## config.mk

```make
export PLATFORM = sky130hd
export DESIGN_NAME = stb_front
export DESIGN_NICKNAME = d
export VERILOG_FILES = /design/src/rtl/assert_macros.svh /design/src/rtl/stb_pkg.sv /design/src/rtl/stb_fifo.sv /design/src/rtl/stb_front.sv
export SDC_FILE = /design/constraint.sdc
export NUM_CORES = 1
export LEC_CHECK = 0
export BUFFER_PORTS_ARGS = -buffer_cell sky130_fd_sc_hd__clkbuf_2
export CAP_MARGIN = 10
export CORE_UTILIZATION = 53
export DETAILED_ROUTE_END_ITERATION = 12
export GPL_ROUTABILITY_DRIVEN = 0
export HOLD_SLACK_MARGIN = 0.03
export PLACE_DENSITY = 0.86
export SLEW_MARGIN = 30
export SYNTH_ARGS = -nofsm -noshare
export SYNTH_HDL_FRONTEND = slang
export SYNTH_SLANG_ARGS = --single-unit
export TNS_END_PERCENT = 30
```

## constraint.sdc

```tcl
create_clock -name clk -period 5.6 [get_ports clk]
set_input_delay 0.28 -clock clk [delete_from_list [all_inputs] [get_ports clk]]
set_output_delay 0.28 -clock clk [all_outputs]
set_load 0.01 [all_outputs]
```

## src/rtl/assert_macros.svh

```systemverilog
// Assertion helpers shared by the RTL.
`ifndef ASSERT_MACROS_SVH
`define ASSERT_MACROS_SVH

// Same-cycle implication.
`define ASSERT_IMPLIES(lbl, clk, rst_n, ante, cons) \
    lbl: assert property (@(posedge clk) disable iff (!rst_n) (ante) |-> (cons)) \
        else $error("%m: implication violated");

// Next-cycle implication.
`define ASSERT_NEXT(lbl, clk, rst_n, ante, cons) \
    lbl: assert property (@(posedge clk) disable iff (!rst_n) (ante) |=> (cons)) \
        else $error("%m: next-cycle implication violated");

`endif

```

## src/rtl/stb_pkg.sv

```systemverilog
`timescale 1ns / 1ps
`default_nettype none
package stb_pkg;

    localparam int TABLE_DEPTH_DEF = 1024;
    localparam int KEY_W           = 32;
    localparam int IDX_W           = 11;
    localparam int OP_W            = 2;
    localparam int CMD_FIFO_DEPTH  = 2;
    localparam int RES_FIFO_DEPTH  = 2;

    localparam logic [OP_W-1:0] OP_CLEAR  = 2'd0;
    localparam logic [OP_W-1:0] OP_APPEND = 2'd1;
    localparam logic [OP_W-1:0] OP_SEARCH = 2'd2;

    typedef enum logic [1:0] {
        CMD_CLEAR,
        CMD_APPEND,
        CMD_SEARCH
    } cmd_t;

    typedef struct packed {
        cmd_t                    cmd;
        logic signed [KEY_W-1:0] value;
    } cmd_word_t;

    typedef struct packed {
        logic signed [IDX_W-1:0] first_index;
        logic signed [IDX_W-1:0] last_index;
    } res_word_t;

    typedef enum logic [1:0] {
        BK_IDLE,
        BK_START,
        BK_PROBE,
        BK_OUT
    } back_state_t;

    typedef struct packed {
        logic busy;
        logic res_push;
    } back_stat_t;

endpackage
`default_nettype wire

```

## src/rtl/stb_fifo.sv

```systemverilog
`timescale 1ns / 1ps
`default_nettype none
module stb_fifo #(
    parameter int WIDTH = 1,
    parameter int DEPTH = 2
) (
    input  wire logic             clk,
    input  wire logic             rst_n,
    input  wire logic             push,
    input  wire logic [WIDTH-1:0] wdata,
    output logic                  full,
    input  wire logic             pop,
    output logic      [WIDTH-1:0] rdata,
    output logic                  empty
);

    localparam int PW   = (DEPTH > 1) ? $clog2(DEPTH) : 1;
    localparam int CNTW = $clog2(DEPTH + 1);

    logic [WIDTH-1:0] mem_reg [DEPTH];
    logic [PW-1:0]    wr_ptr_reg, wr_ptr_next;
    logic [PW-1:0]    rd_ptr_reg, rd_ptr_next;
    logic [CNTW-1:0]  cnt_reg, cnt_next;
    logic             do_push, do_pop;

    assign full    = (cnt_reg == CNTW'(DEPTH));
    assign empty   = (cnt_reg == '0);
    assign do_push = push && !full;
    assign do_pop  = pop && !empty;
    assign rdata   = mem_reg[rd_ptr_reg];

    always_comb
    begin
        wr_ptr_next = wr_ptr_reg;
        rd_ptr_next = rd_ptr_reg;
        cnt_next    = cnt_reg;
        if (do_push)
        begin
            wr_ptr_next = (wr_ptr_reg == PW'(DEPTH - 1)) ? '0 : wr_ptr_reg + PW'(1);
        end
        if (do_pop)
        begin
            rd_ptr_next = (rd_ptr_reg == PW'(DEPTH - 1)) ? '0 : rd_ptr_reg + PW'(1);
        end
        if (do_push && !do_pop)
        begin
            cnt_next = cnt_reg + CNTW'(1);
        end
        else if (do_pop && !do_push)
        begin
            cnt_next = cnt_reg - CNTW'(1);
        end
    end

    always_ff @(posedge clk or negedge rst_n)
    begin
        if (!rst_n)
        begin
            wr_ptr_reg <= '0;
            rd_ptr_reg <= '0;
            cnt_reg    <= '0;
        end
        else
        begin
            wr_ptr_reg <= wr_ptr_next;
            rd_ptr_reg <= rd_ptr_next;
            cnt_reg    <= cnt_next;
        end
    end

    always_ff @(posedge clk)
    begin
        if (do_push)
        begin
            mem_reg[wr_ptr_reg] <= wdata;
        end
    end

endmodule
`default_nettype wire

```

## src/rtl/stb_front.sv

```systemverilog
`timescale 1ns / 1ps
`default_nettype none
module stb_front import stb_pkg::*; (
    input  wire logic                    clk,
    input  wire logic                    rst_n,
    input  wire logic                    push,
    input  wire logic [OP_W-1:0]         op,
    input  wire logic signed [KEY_W-1:0] value,
    output logic                         full,
    output logic                         cmd_valid,
    output cmd_word_t                    cmd_word,
    input  wire logic                    cmd_pop
);

    cmd_word_t               dec_word;
    logic                    dec_ok;
    logic [$bits(cmd_word_t)-1:0] q_rdata;
    logic                    q_empty;

    always_comb
    begin
        dec_word.value = value;
        dec_word.cmd   = CMD_CLEAR;
        dec_ok         = 1'b1;
        unique case (op)
            OP_CLEAR:  dec_word.cmd = CMD_CLEAR;
            OP_APPEND: dec_word.cmd = CMD_APPEND;
            OP_SEARCH: dec_word.cmd = CMD_SEARCH;
            default:   dec_ok = 1'b0;
        endcase
    end

    // drop unused op codes at the door
    stb_fifo #(
        .WIDTH ($bits(cmd_word_t)),
        .DEPTH (CMD_FIFO_DEPTH)
    ) u_cmd_q (
        .clk   (clk),
        .rst_n (rst_n),
        .push  (push && dec_ok),
        .wdata (dec_word),
        .full  (full),
        .pop   (cmd_pop),
        .rdata (q_rdata),
        .empty (q_empty)
    );

    assign cmd_valid = !q_empty;
    assign cmd_word  = cmd_word_t'(q_rdata);

endmodule
`default_nettype wire

```

# Yosys cells after proc, flatten, opt, wreduce, memory -nomap -nowiden
# Memory sizes are Yosys's and may differ from the RTL's.
# Index checks and enable logic that the tools add are counted.
# op_classes
add_sub_neg	4
multipliers	0
div_mod_pow	0
order_cmp	0
n_eq_ne	3
shifts	0
muxes	8
bitwise	0
n_reduce_logical	13
# ops
cell	n
1-bit logical AND	5
1-bit 2-to-1 mux	5
2-bit == test, second input constant	2
1-bit zero test	4
2-bit zero test	2
2-bit 2-to-1 mux	2
2-bit one-hot mux with 2 select lines	1
3-bit OR reduction	1
1-bit adder, second input constant	2
2-bit by 1-bit adder with 2-bit output, second input constant	1
2-bit by 1-bit == test with 1-bit output, second input constant	1
2-bit nonzero test	1
2-bit by 1-bit subtractor with 2-bit output, second input constant	1
# totals
regBits	4
latchBits	0
mem_bits_rw	68
rom_bits	0
inputBits	38
out_inout_bits	36
elab_cells	32
n_memories	1
# mem_list
memory	depth	word_bits	rd	rd_clocked_by_memory_dff	wr	line	source
u_cmd_q.mem_reg	2	34	1	0	1	stb_fifo.sv:20	logic [WIDTH-1:0] mem_reg [DEPTH];

# Depth between registers and ports, before layout
# Gate-level depths: netlist (run 1).
# depth
ltp_word	9
depth_mapped	7

# By module
# A second synthesis (run 1) with hierarchy kept.
# unflattened
hier_cells	129
area_unflattened_um2	2827.7
# by_module_without_submodules
module	instances	cells_each	area_each_um2	seq_area_each_um2
stb_fifo	1	125	2801.4	2142.1
stb_front	1	4	26.3	0.0

# Least setup slack after synthesis (run 1)
# OpenSTA, ideal clock, no wires.
# synth_path
path_type	register to register
startpoint	reg u_cmd_q.cnt_reg[1]
endpoint	mem u_cmd_q.mem_reg[1][0] (netlist bit) (enable)
setup_ns	0.425
arrival_time_ns	2.169
required_ns	5.175
setup_slack_ns	3.006
path_stages_with_launch	4
n_path_buf	0
period_less_slack_ns	2.594
path_cell_list	dfrtp_1 nor2b_2 nand3b_4 nor2_1
# synth_via
elab_chain_len	5
# synth_rtl
item	line	source
start: declaration	stb_fifo.sv:23	logic [CNTW-1:0] cnt_reg, cnt_next;
start signal: assignment	stb_fifo.sv:67	cnt_reg <= cnt_next;
2-bit == test	stb_fifo.sv:26	assign full = (cnt_reg == CNTW'(DEPTH));
net full	stb_front.sv:9	output logic full,
1-bit zero test	stb_fifo.sv:28	assign do_push = push && !full;
1-bit logical AND	stb_fifo.sv:28	
1-bit 2-to-1 mux	stb_fifo.sv:73	if (do_push)
1-bit 2-to-1 mux (not written as such)	stb_fifo.sv:75	mem_reg[wr_ptr_reg] <= wdata;
end: declaration	stb_fifo.sv:20	
# The timed path passes the listed nets, and every way through them passes these cells.

==> results of run 1 <==
cell usage after synthesis (2+ instances only):
cell type | n | area (µm²)
mux2_2 | 5 | 56.3
nor2_1 | 3 | 11.3
mux2_4 | 29 | 435
xnor2_1 | 3 | 26.3
buf_12 | 3 | 60.1
edfxtp_1 | 68 | 2040
nor2b_1 | 2 | 12.5
inv_1 | 2 | 7.51
dfrtp_1 | 4 | 100
xor2_1 | 2 | 17.5
cell families (layout without fill, tap and decap cells):
kind of cell / Yosys count / in the layout / synth area share [%]
and+or+nand+nor: 10 / 10 / 2.43
xor gates and xnor gates: 5 / 5 / 1.54
muxes: 34 / 34 / 17.3
adders and majority gates: 1 / 1 / 0.441
buffers and inverters: 6 / 94 / 2.78
DFF: 72 / 72 / 75.5
layout make-up:
type                            count  area (µm²)  share of cell area, %
Multi-Input combinational cell     50         632                   18.2
Inverter                            2        7.51                  0.216
Timing Repair Buffer               76         430                   12.4
Clock buffer                       16         170                   4.90
Tap cell                           70        87.6                   2.52
Sequential cell                    72        2150                   61.8
worst max path at each step:
stage	from	end	slack, ns	depth (start not counted)
global placement	u_cmd_q.rd_ptr_reg$_DFFE_PN0P_	cmd_word[28]	3.71	2
floorplan	u_cmd_q.cnt_reg[1]$_DFFE_PN0P_	u_cmd_q.mem_reg[1][0]$_DFFE_PP_	3.01	3
detailed placement	u_cmd_q.cnt_reg[1]$_DFFE_PN0P_	u_cmd_q.mem_reg[0][9]$_DFFE_PP_	3.64	3
finish	u_cmd_q.rd_ptr_reg$_DFFE_PN0P_	cmd_word[21]	3.58	2
global route	u_cmd_q.rd_ptr_reg$_DFFE_PN0P_	cmd_word[21]	3.52	2
CTS	u_cmd_q.rd_ptr_reg$_DFFE_PN0P_	cmd_word[21]	3.55	2
power breakdown:
| part | internal (W) | total [W] | switching (W) | leakage, nW |
|---|---|---|---|---|
| logic | 0.000294 | 0.000502 | 0.000208 | 0.659 |
| clock network | 0.000186 | 0.000353 | 0.000167 | 0.0850 |
| registers | 0.000710 | 0.000811 | 0.000100 | 0.673 |
through the flow:
stage	total power (W)	hold WS (ns)	utilization (%)	worst slack, ns
2_1_floorplan	0.00118	-0.0156	-	3.01
3_3_place_gp	0.00130	0.0958	63.0	3.71
3_5_place_dp	0.00131	0.0976	63.0	3.64
4_1_cts	0.00166	0.112	66.5	3.55
5_1_grt	0.00175	0.118	67.6	3.52
6_report	0.00167	0.129	67.6	3.58
routing by layer:
layer	global-route usage (%)	vias to the layer above	wire length, µm
met4	11.7	0	108
met3	6.02	10	246
met1	18.9	651	1860
li1	-	658	-
met5	0	-	0
met2	25.5	61	2070
what timing repair did:
item,in CTS,in global routing
resized for setup,0,0
endpoints found under the setup margin,0,0
hold buffers,1,0
hold endpoints to repair,4,0
==> results.yml, run 1 <==
cts:
  cts_max_level: 3
  cts-root-buf: "clkbuf_8"
  post-cts-setup-buffers: 0
  ctsLongestPathBuffers: 2
  clk_latency_ns: 0.34
  cts_tree: "done"
  cts.sinks: 72
  cts_buffers: 9
  clkTransAtPathRegs_ns: 0.07
die:
  initial_utilization_pct: 55.2
  dieArea_um2: 5650
  die_w_um: 75.2
  dieHeight_um: 75.2
  rows: 26
  core-area_um2: 5140
  io_pins: 74
logic_synthesis:
  syn-cell-area_um2: 2840
  synth_warnings: 0
  synth_edf_count: 68
  synth_cell_types: 17
  syn_nets: 167
  synth_seq_cells: 72
  synth-main-ff-cell: "edfxtp_1"
  async_flop_share_pct: 5.56
  synth_area_per_cell_um2: 22.2
  ys_seq_area_share_pct: 75.5
  syn_inst: 128
place:
  dp_hpwl_um: 2690
  io_buffers: 73
  dpl.cell_count: 267
  post_dp_cell_area_um2: 3240
outcome:
  outcome: "finished clean"
grt:
  grt_pass1_vias: 1302
  grt_max_degree: 36
  grtUsageTotal_pct: 16.4
  overflow: 0
  antenna_found_initial: 0
  grt_pass1_wl_um: 6080
route:
  dr_total_vias: 1380
  wl_per_cell_um: 15.0
  wl_um: 4280
  avgViaCountPerCell: 4.83
  dr.first_iter.drc_count: 55
  drc: 0
  dr.pass1.iters: 4
  drtAntennaViolNets: 0
final_layout:
  largest_reg_flops: 68
  final_cell_area_um2: 3470
  fin_nets: 250
  mostFrequentLayoutCells: "clkbuf_2 (73), edfxtp_1 (68), mux2_4 (29)"
  syn_to_final_growth_pct: 22.4
  final_common_cell: "clkbuf_2"
  antenna_cells: 0
  finalNonFillerCells: 286
  drive_gt1_share_pct: 58.3
  fill_cells: 355
setup_path:
  timing.rr.end: "u_cmd_q.mem_reg[0][6]$_DFFE_PP_"
  start_kind: "register"
  critPathBufInv: 1
  critical_path_arrival_ns: 1.74
  r2r_setup_slack_ns: 3.83
  crit_chain: "mux2_2, clkbuf_2"
  crit_path_end_kind: "primary output"
  cpPeakStageDelay_ns: 0.84
  critical_path_required_ns: 5.32
  crit_fanout: 35
  cp_slowest_cell: "dfrtp_4"
  r2r_cells: 4
  r2r_start: "u_cmd_q.cnt_reg[1]$_DFFE_PN0P_"
  path_class: "register to primary output"
  crit_family: "flip-flops"
hold_path:
  whs_endpoint: "u_cmd_q.mem_reg[1][2]$_DFFE_PP_"
  hold_start: "value[2]"
  hold_path.class: "primary input to register"
  hold_path_depth: 1
sta:
  fmax_mhz: 495
  setup_violations: 0
  worstMarginPinSlew_ns: 0.637
  min_period_ns: 2.02
  tns_ns: 0
  rsz0062_at_grt: "no"
  finalClockSkew_ns: 0.00455
  finalHoldViolCount: 0
  slew_headroom_pct: 57.5
  final_max_slew_viol_count: 0
  fin_crit_sh_pct: 36.1
job:
  cap_violations: 0
power_and_ir_drop:
  leakage_nw: 1.42
  p_per_area_nw_per_um2: 480
  ir_drop_v: 0.000305
No activity file was read; power rests on OpenSTA's default activity.
==> inputs of run 2 (changes only) <==
--- a/config.mk
+++ b/config.mk
@@ -5,13 +5,14 @@
 export SDC_FILE = /design/constraint.sdc
 export NUM_CORES = 1
 export LEC_CHECK = 0
+export ABC_AREA = 1
 export BUFFER_PORTS_ARGS = -buffer_cell sky130_fd_sc_hd__clkbuf_2
 export CAP_MARGIN = 10
-export CORE_UTILIZATION = 53
+export CORE_UTILIZATION = 47
 export DETAILED_ROUTE_END_ITERATION = 12
 export GPL_ROUTABILITY_DRIVEN = 0
 export HOLD_SLACK_MARGIN = 0.03
-export PLACE_DENSITY = 0.86
+export PLACE_DENSITY = 0.81
 export SLEW_MARGIN = 30
 export SYNTH_ARGS = -nofsm -noshare
 export SYNTH_HDL_FRONTEND = slang
==> constraint.sdc (replaced) <==
create_clock -name clk -period 1.6 [get_ports clk]
set_input_delay 0.08 -clock clk [delete_from_list [all_inputs] [get_ports clk]]
set_output_delay 0.08 -clock clk [all_outputs]
set_load 0.01 [all_outputs]
==> run 2 against run 1 <==
Core utilization shrank 0.84 points. First-iteration DRC count grew 51%. Critical path depth grew 2. Non-clock buffer count grew 36. Design area grew 7.7%. Worst setup slack lost 3.4 ns. Synthesized area shrank 1.4%. Worst hold slack lost 0.068 ns. Cell count grew 42%. Sequential share of layout area shrank 4.5 points. Largest cell class unchanged.
==> results.yml, run 2 <==
cts:
  post-cts-setup-buffers: 0
  cts_tree: "done"
  clkTransAtPathRegs_ns: 0.07
  ctsLongestPathBuffers: 2
  cts_max_level: 3
  clk_latency_ns: 0.34
  cts_buffers: 9
  cts.sinks: 72
  cts-root-buf: "clkbuf_8"
outcome:
  outcome: "finished clean"
logic_synthesis:
  syn_nets: 254
  synth_edf_count: 68
  syn_inst: 215
  yosys-top-cells-count: "nand2_1 (103), edfxtp_1 (68), nand2_2 (13)"
  synth_top_area_share_pct: 73.0
  ys_seq_area_share_pct: 76.6
  synth_area_per_cell_um2: 13.0
  synth_top_area_cell: "edfxtp_1"
  async_flop_share_pct: 5.56
  syn-cell-area_um2: 2800
  synth_most_common_cell: "nand2_1"
  synth_seq_cells: 72
  synth_cell_types: 17
  synth_warnings: 0
  synth_area_leaders: "edfxtp_1 (73%), nand2_1 (14%), dfrtp_1 (3.6%)"
  synth-main-ff-cell: "edfxtp_1"
sta:
  fmax_mhz: 692
  slew_headroom_pct: 84.7
  finalClockSkew_ns: 0.00886
  worstMarginPinSlew_ns: 0.229
  min_period_ns: 1.45
  final_max_slew_viol_count: 0
  setup_violations: 0
  rsz0062_at_grt: "no"
  fin_crit_sh_pct: 90.3
  finalHoldViolCount: 0
place:
  dp_hpwl_um: 3090
  io_buffers: 73
  post_dp_cell_area_um2: 3250
power_and_ir_drop:
  p_per_area_nw_per_um2: 1550
  ir_drop_v: 0.000933
  leakage_nw: 1.65
  power.total_w: 0.00580
final_layout:
  drive_gt1_share_pct: 32.8
  mostFrequentLayoutCells: "nand2_1 (103), clkbuf_2 (73), edfxtp_1 (68)"
  fin_nets: 370
  final_cell_area_um2: 3740
  final_common_cell: "nand2_1"
  syn_to_final_growth_pct: 33.8
  post-route-util_pct: 66.7
  register_area_um2: 2140
  largest_reg_flops: 68
  antenna_cells: 0
  multi_input_area_um2: 547
  fill_cells: 425
route:
  drtAntennaViolNets: 0
  dr_wl_met2_um: 2670
  drc: 0
  dr_total_vias: 1814
  wl_um: 4930
  wl_met3_um: 172
  dr.pass1.iters: 4
  dr.first_iter.drc_count: 83
  met1_length_um: 1950
  highest_layer: "met4"
  wl_per_cell_um: 12.1
  avgViaCountPerCell: 4.46
setup_path:
  path_common_cell: "nand2_1"
  crit_fanout: 18
  critical_path_arrival_ns: 1.37
  crit_path_end_kind: "primary output"
  crit_chain: "buf_4, nand2_1, nand2_1, clkbuf_2"
  cp_slowest_cell: "dfrtp_2"
  start_kind: "register"
  cpPeakStageDelay_ns: 0.46
  critical_path_required_ns: 1.52
  path_class: "register to primary output"
grt:
  grt_pass1_wl_um: 7640
  antenna_found_initial: 0
  grt_max_degree: 36
  grt_pass1_vias: 1758
  grtUsageTotal_pct: 17.2
  overflow: 0
die:
  io_pins: 74
  dieArea_um2: 6260
  rows: 27
  initial_utilization_pct: 49.9
  die_w_um: 79.2
  dieHeight_um: 79.2
  core-area_um2: 5610
hold_path:
  hold_path.class: "primary input to register"
job:
  cap_violations: 0
==> run 2: changes by cell type after synthesis, moves of 3 or more <==
| cell | before | now |
|---|---|---|
| nand2_1 | 1 | 103 |
| mux2_4 | 29 | 0 |
| nand2_2 | 1 | 13 |
| mux2_2 | 5 | 0 |
| inv_1 | 2 | 6 |
| buf_12 | 3 | 0 |
| buf_6 | 1 | 4 |
| nand3_1 | 0 | 3 |
==> run 2: cell families (layout without fill, tap and decap cells) <==
group / after synthesis / count (layout) / share of synthesized area, %
fa+ha+maj: 1 / 1 / 0.447
flops: 72 / 72 / 76.6
buf+inv: 16 / 136 / 4.16
xor+xnor: 1 / 1 / 0.313
simple gates: 125 / 125 / 18.5
==> run 2: final cells by class <==
type / count / share of cell area, %
repair buffers: 112 / 20.5
multi-input cells: 127 / 14.6
well taps: 72 / 2.41
clock inverters: 5 / 0.669
inverters: 9 / 1.10
flip-flops and latches: 72 / 57.3
clock buffers: 10 / 3.41
==> run 2: metrics by stage <==
| stage | std cells | setup TNS [ns] | worst slack, ns | hold WS, ns |
|---|---|---|---|---|
| after detailed placement | 358 | 0 | 0.214 | -0.108 |
| after global routing | 407 | 0 | 0.0744 | 0.0555 |
| after CTS | 407 | 0 | 0.0409 | 0.0492 |
| after global placement | 358 | 0 | 0.280 | -0.105 |
| after floorplan | 215 | -5.20 | -0.153 | -0.216 |
| final | 407 | 0 | 0.155 | 0.0607 |
==> run 2: critical path: cells and delay by family, from the launching register on <==
kind	cells	cell delay (ns)
simple gates	2	0.17
buf+inv	2	0.40
flops	1	0.46
==> run 2: layer usage <==
layer | track usage [%] | vias up
met2 | 32.3 | 51
met4 | 11.1 | 0
li1 | - | 944
met5 | 0 | -
met3 | 3.45 | 12
met1 | 17.0 | 807
==> run 2: final timing paths <==
kind                       cells after the start  slack [ns]                          endpoint                      startpoint
max                                            4        0.15                      cmd_word[19]  u_cmd_q.rd_ptr_reg$_DFFE_PN0P_
min                                            2        0.06  u_cmd_q.mem_reg[1][33]$_DFFE_PP_                           op[0]
max reg2reg                                    7        0.19    u_cmd_q.cnt_reg[1]$_DFFE_PN0P_  u_cmd_q.cnt_reg[0]$_DFFE_PN0P_
min reg2reg                                    2        0.49    u_cmd_q.wr_ptr_reg$_DFFE_PN0N_  u_cmd_q.wr_ptr_reg$_DFFE_PN0N_
max in group asynchronous                      2        1.38    u_cmd_q.rd_ptr_reg$_DFFE_PN0P_                           rst_n
min in group asynchronous                      2        0.08    u_cmd_q.cnt_reg[0]$_DFFE_PN0P_                           rst_n
==> run 2: repair_timing <==
item                                    4_1_cts  5_1_grt
endpoints found under the setup margin        0        8
hold endpoints to repair                     69        0
hold buffers                                 34        0
resized for setup                             0        1
==> run 2: report_power, final <==
part,leakage [nW],internal (W),switching [W]
sequential,0.675,0.00247,0.000141
clock,0.0770,0.000537,0.000597
combinational,0.895,0.000761,0.00129
==> inputs of run 3 (changes only) <==
--- a/config.mk
+++ b/config.mk
@@ -8,13 +8,14 @@
 export ABC_AREA = 1
 export BUFFER_PORTS_ARGS = -buffer_cell sky130_fd_sc_hd__clkbuf_2
 export CAP_MARGIN = 10
-export CORE_UTILIZATION = 47
+export CORE_UTILIZATION = 46
 export DETAILED_ROUTE_END_ITERATION = 12
 export GPL_ROUTABILITY_DRIVEN = 0
 export HOLD_SLACK_MARGIN = 0.03
-export PLACE_DENSITY = 0.81
+export PLACE_DENSITY = 0.8
 export SLEW_MARGIN = 30
 export SYNTH_ARGS = -nofsm -noshare
 export SYNTH_HDL_FRONTEND = slang
+export SYNTH_HIERARCHICAL = 1
 export SYNTH_SLANG_ARGS = --single-unit
 export TNS_END_PERCENT = 30
==> run 3 against run 2 <==
Design area did not move. Cell count is 0.74% higher. Sequential power barely moved. Worst hold slack better by 0.016 ns. Via count rose by 5.2%. Worst setup slack worse by 0.030 ns. Largest cell class unchanged. Highest routed layer unchanged.
==> results.yml, run 3 <==
outcome:
  outcome: "finished clean"
logic_synthesis:
  synth-main-ff-cell: "edfxtp_1"
  syn_nets: 255
  synth_cell_types: 18
  synth_edf_count: 68
  synth_most_common_cell: "nand2_1"
  ys_seq_area_share_pct: 78.2
  synth_top_area_cell: "edfxtp_1"
  synth_area_leaders: "edfxtp_1 (75%), nand2_1 (15%), dfrtp_1 (3.7%)"
  synth_top_area_share_pct: 74.6
  async_flop_share_pct: 5.56
  syn-cell-area_um2: 2740
  yosys-top-cells-count: "nand2_1 (111), edfxtp_1 (68), inv_1 (10)"
  syn_inst: 216
  synth_area_per_cell_um2: 12.7
  synth_seq_cells: 72
  synth_warnings: 6
sta:
  fin_crit_sh_pct: 92.2
  min_period_ns: 1.48
  finalHoldViolCount: 0
  finalClockSkew_ns: 0.00876
  rsz0062_at_grt: "no"
  setup_slack_ns: 0.124
  worstMarginPinSlew_ns: 0.352
  final_max_slew_viol_count: 0
  setup_violations: 0
  slew_headroom_pct: 76.5
  fmax_mhz: 678
setup_path:
  start_kind: "register"
  crit_path_end_kind: "primary output"
  crit_fanout: 35
  cpPeakStageDelay_ns: 0.42
  path_common_cell: "nand2_1"
  critical_path_required_ns: 1.52
  critical_path_arrival_ns: 1.40
  cp_slowest_cell: "dfrtp_1"
  crit_chain: "inv_4, nand2_1, nand2_1, clkbuf_2"
  path_class: "register to primary output"
grt:
  grt_pass1_vias: 1871
  grt_max_degree: 36
  overflow: 0
  grt_pass1_wl_um: 7710
  grtUsageTotal_pct: 17.0
  antenna_found_initial: 0
die:
  dieArea_um2: 6270
  io_pins: 74
  core-area_um2: 5610
  rows: 27
  dieHeight_um: 79.2
  initial_utilization_pct: 48.8
  die_w_um: 79.2
route:
  drc: 0
  wl_per_cell_um: 12.5
  drtAntennaViolNets: 0
  avgViaCountPerCell: 4.66
  dr.first_iter.drc_count: 66
  dr.pass1.iters: 4
  wl_um: 5110
  dr_total_vias: 1909
cts:
  cts.sinks: 72
  ctsLongestPathBuffers: 2
  clkTransAtPathRegs_ns: 0.07
  cts_buffers: 9
  post-cts-setup-buffers: 0
  cts_tree: "done"
  clk_latency_ns: 0.32
  cts_max_level: 3
  cts-root-buf: "clkbuf_8"
final_layout:
  fin_nets: 372
  final_cell_area_um2: 3740
  largest_reg_flops: 68
  drive_gt1_share_pct: 29.0
  final_common_cell: "nand2_1"
  antenna_cells: 0
  syn_to_final_growth_pct: 36.6
  mostFrequentLayoutCells: "nand2_1 (111), clkbuf_2 (73), edfxtp_1 (68)"
  fill_cells: 427
place:
  io_buffers: 73
  pre_cts_ws_ns: 0.191
  dp_hpwl_um: 3110
  post_dp_cell_area_um2: 3210
power_and_ir_drop:
  ir_drop_v: 0.000993
  leakage_nw: 1.67
  p_per_area_nw_per_um2: 1580
hold_path:
  hold_path.class: "primary input to register"
job:
  cap_violations: 0
run 3: worst paths after layout:
kind                                           startpoint                               end  depth (start not counted)  slack [ns]
max                        u_cmd_q/rd_ptr_reg$_DFFE_PN0P_                      cmd_word[32]                          4        0.12
min                                                 op[0]  u_cmd_q/mem_reg[1][33]$_DFFE_PP_                          2        0.08
max reg2reg                u_cmd_q/cnt_reg[0]$_DFFE_PN0P_    u_cmd_q/cnt_reg[1]$_DFFE_PN0P_                          7        0.19
min reg2reg                u_cmd_q/wr_ptr_reg$_DFFE_PN0P_    u_cmd_q/wr_ptr_reg$_DFFE_PN0P_                          2        0.48
max in group asynchronous                           rst_n    u_cmd_q/wr_ptr_reg$_DFFE_PN0P_                          2        1.38
min in group asynchronous                           rst_n    u_cmd_q/rd_ptr_reg$_DFFE_PN0P_                          2        0.09
run 3: critical path, delay by kind of cell (launching register included):
kind / cells / cell delay (ns)
buf+inv: 2 / 0.43
flops: 1 / 0.42
simple gates: 2 / 0.22
run 3: area by class of cell:
type                    instances  area, µm²  area share [%]
flip-flops and latches         72       2140            57.2
well taps                      72       90.1            2.41
clock buffers                  10        128            3.41
inverters                      12       47.5            1.27
clock inverters                 6       60.1            1.60
multi-input cells             125        512            13.7
repair buffers                113        763            20.4
run 3: cells by family after synthesis:
kind of cell,count (synthesis),synth area share [%]
simple gates,120,17.1
flops,72,78.2
buf+inv,19,3.38
compound gates,3,0.548
xor+xnor,1,0.320
fa+ha+maj,1,0.457
run 3: where the power goes:
| group | switching (W) | total [W] | internal [W] |
|---|---|---|---|
| logic | 0.00127 | 0.00200 | 0.000731 |
| clock network | 0.000611 | 0.00132 | 0.000712 |
| registers | 0.000126 | 0.00260 | 0.00247 |
| total | 0.00201 | 0.00592 | 0.00391 |
run 3: timing repair:
item / 4_1_cts / 5_1_grt
hold endpoints to repair: 69 / 0
resized for setup: 0 / 0
hold buffers: 34 / 0
run 3: per-layer routing:
| layer | vias to the layer above | share of wire, % | GRT usage (%) |
|---|---|---|---|
| met2 | 78 | 55 | 32.3 |
| met4 | 0 | 2.5 | 8.91 |
| met5 | - | 0 | 0 |
| met3 | 17 | 5.2 | 3.68 |
| li1 | 946 | - | - |
| met1 | 868 | 37 | 17.0 |
run 3: per-stage QoR:
| stage | total power, W | std cells | hold slack [ns] | util [%] | setup TNS, ns |
|---|---|---|---|---|---|
| finish | 0.00592 | 410 | 0.0769 | 66.7 | 0 |
| global route | 0.00627 | 410 | 0.0806 | 66.7 | 0 |
| CTS | 0.00597 | 410 | 0.0637 | 66.7 | 0 |
| detailed placement | 0.00459 | 360 | -0.107 | 57.3 | 0 |
| global placement | 0.00452 | 360 | -0.108 | 57.3 | 0 |
| floorplan | 0.00383 | 216 | -0.216 | - | -5.02 |
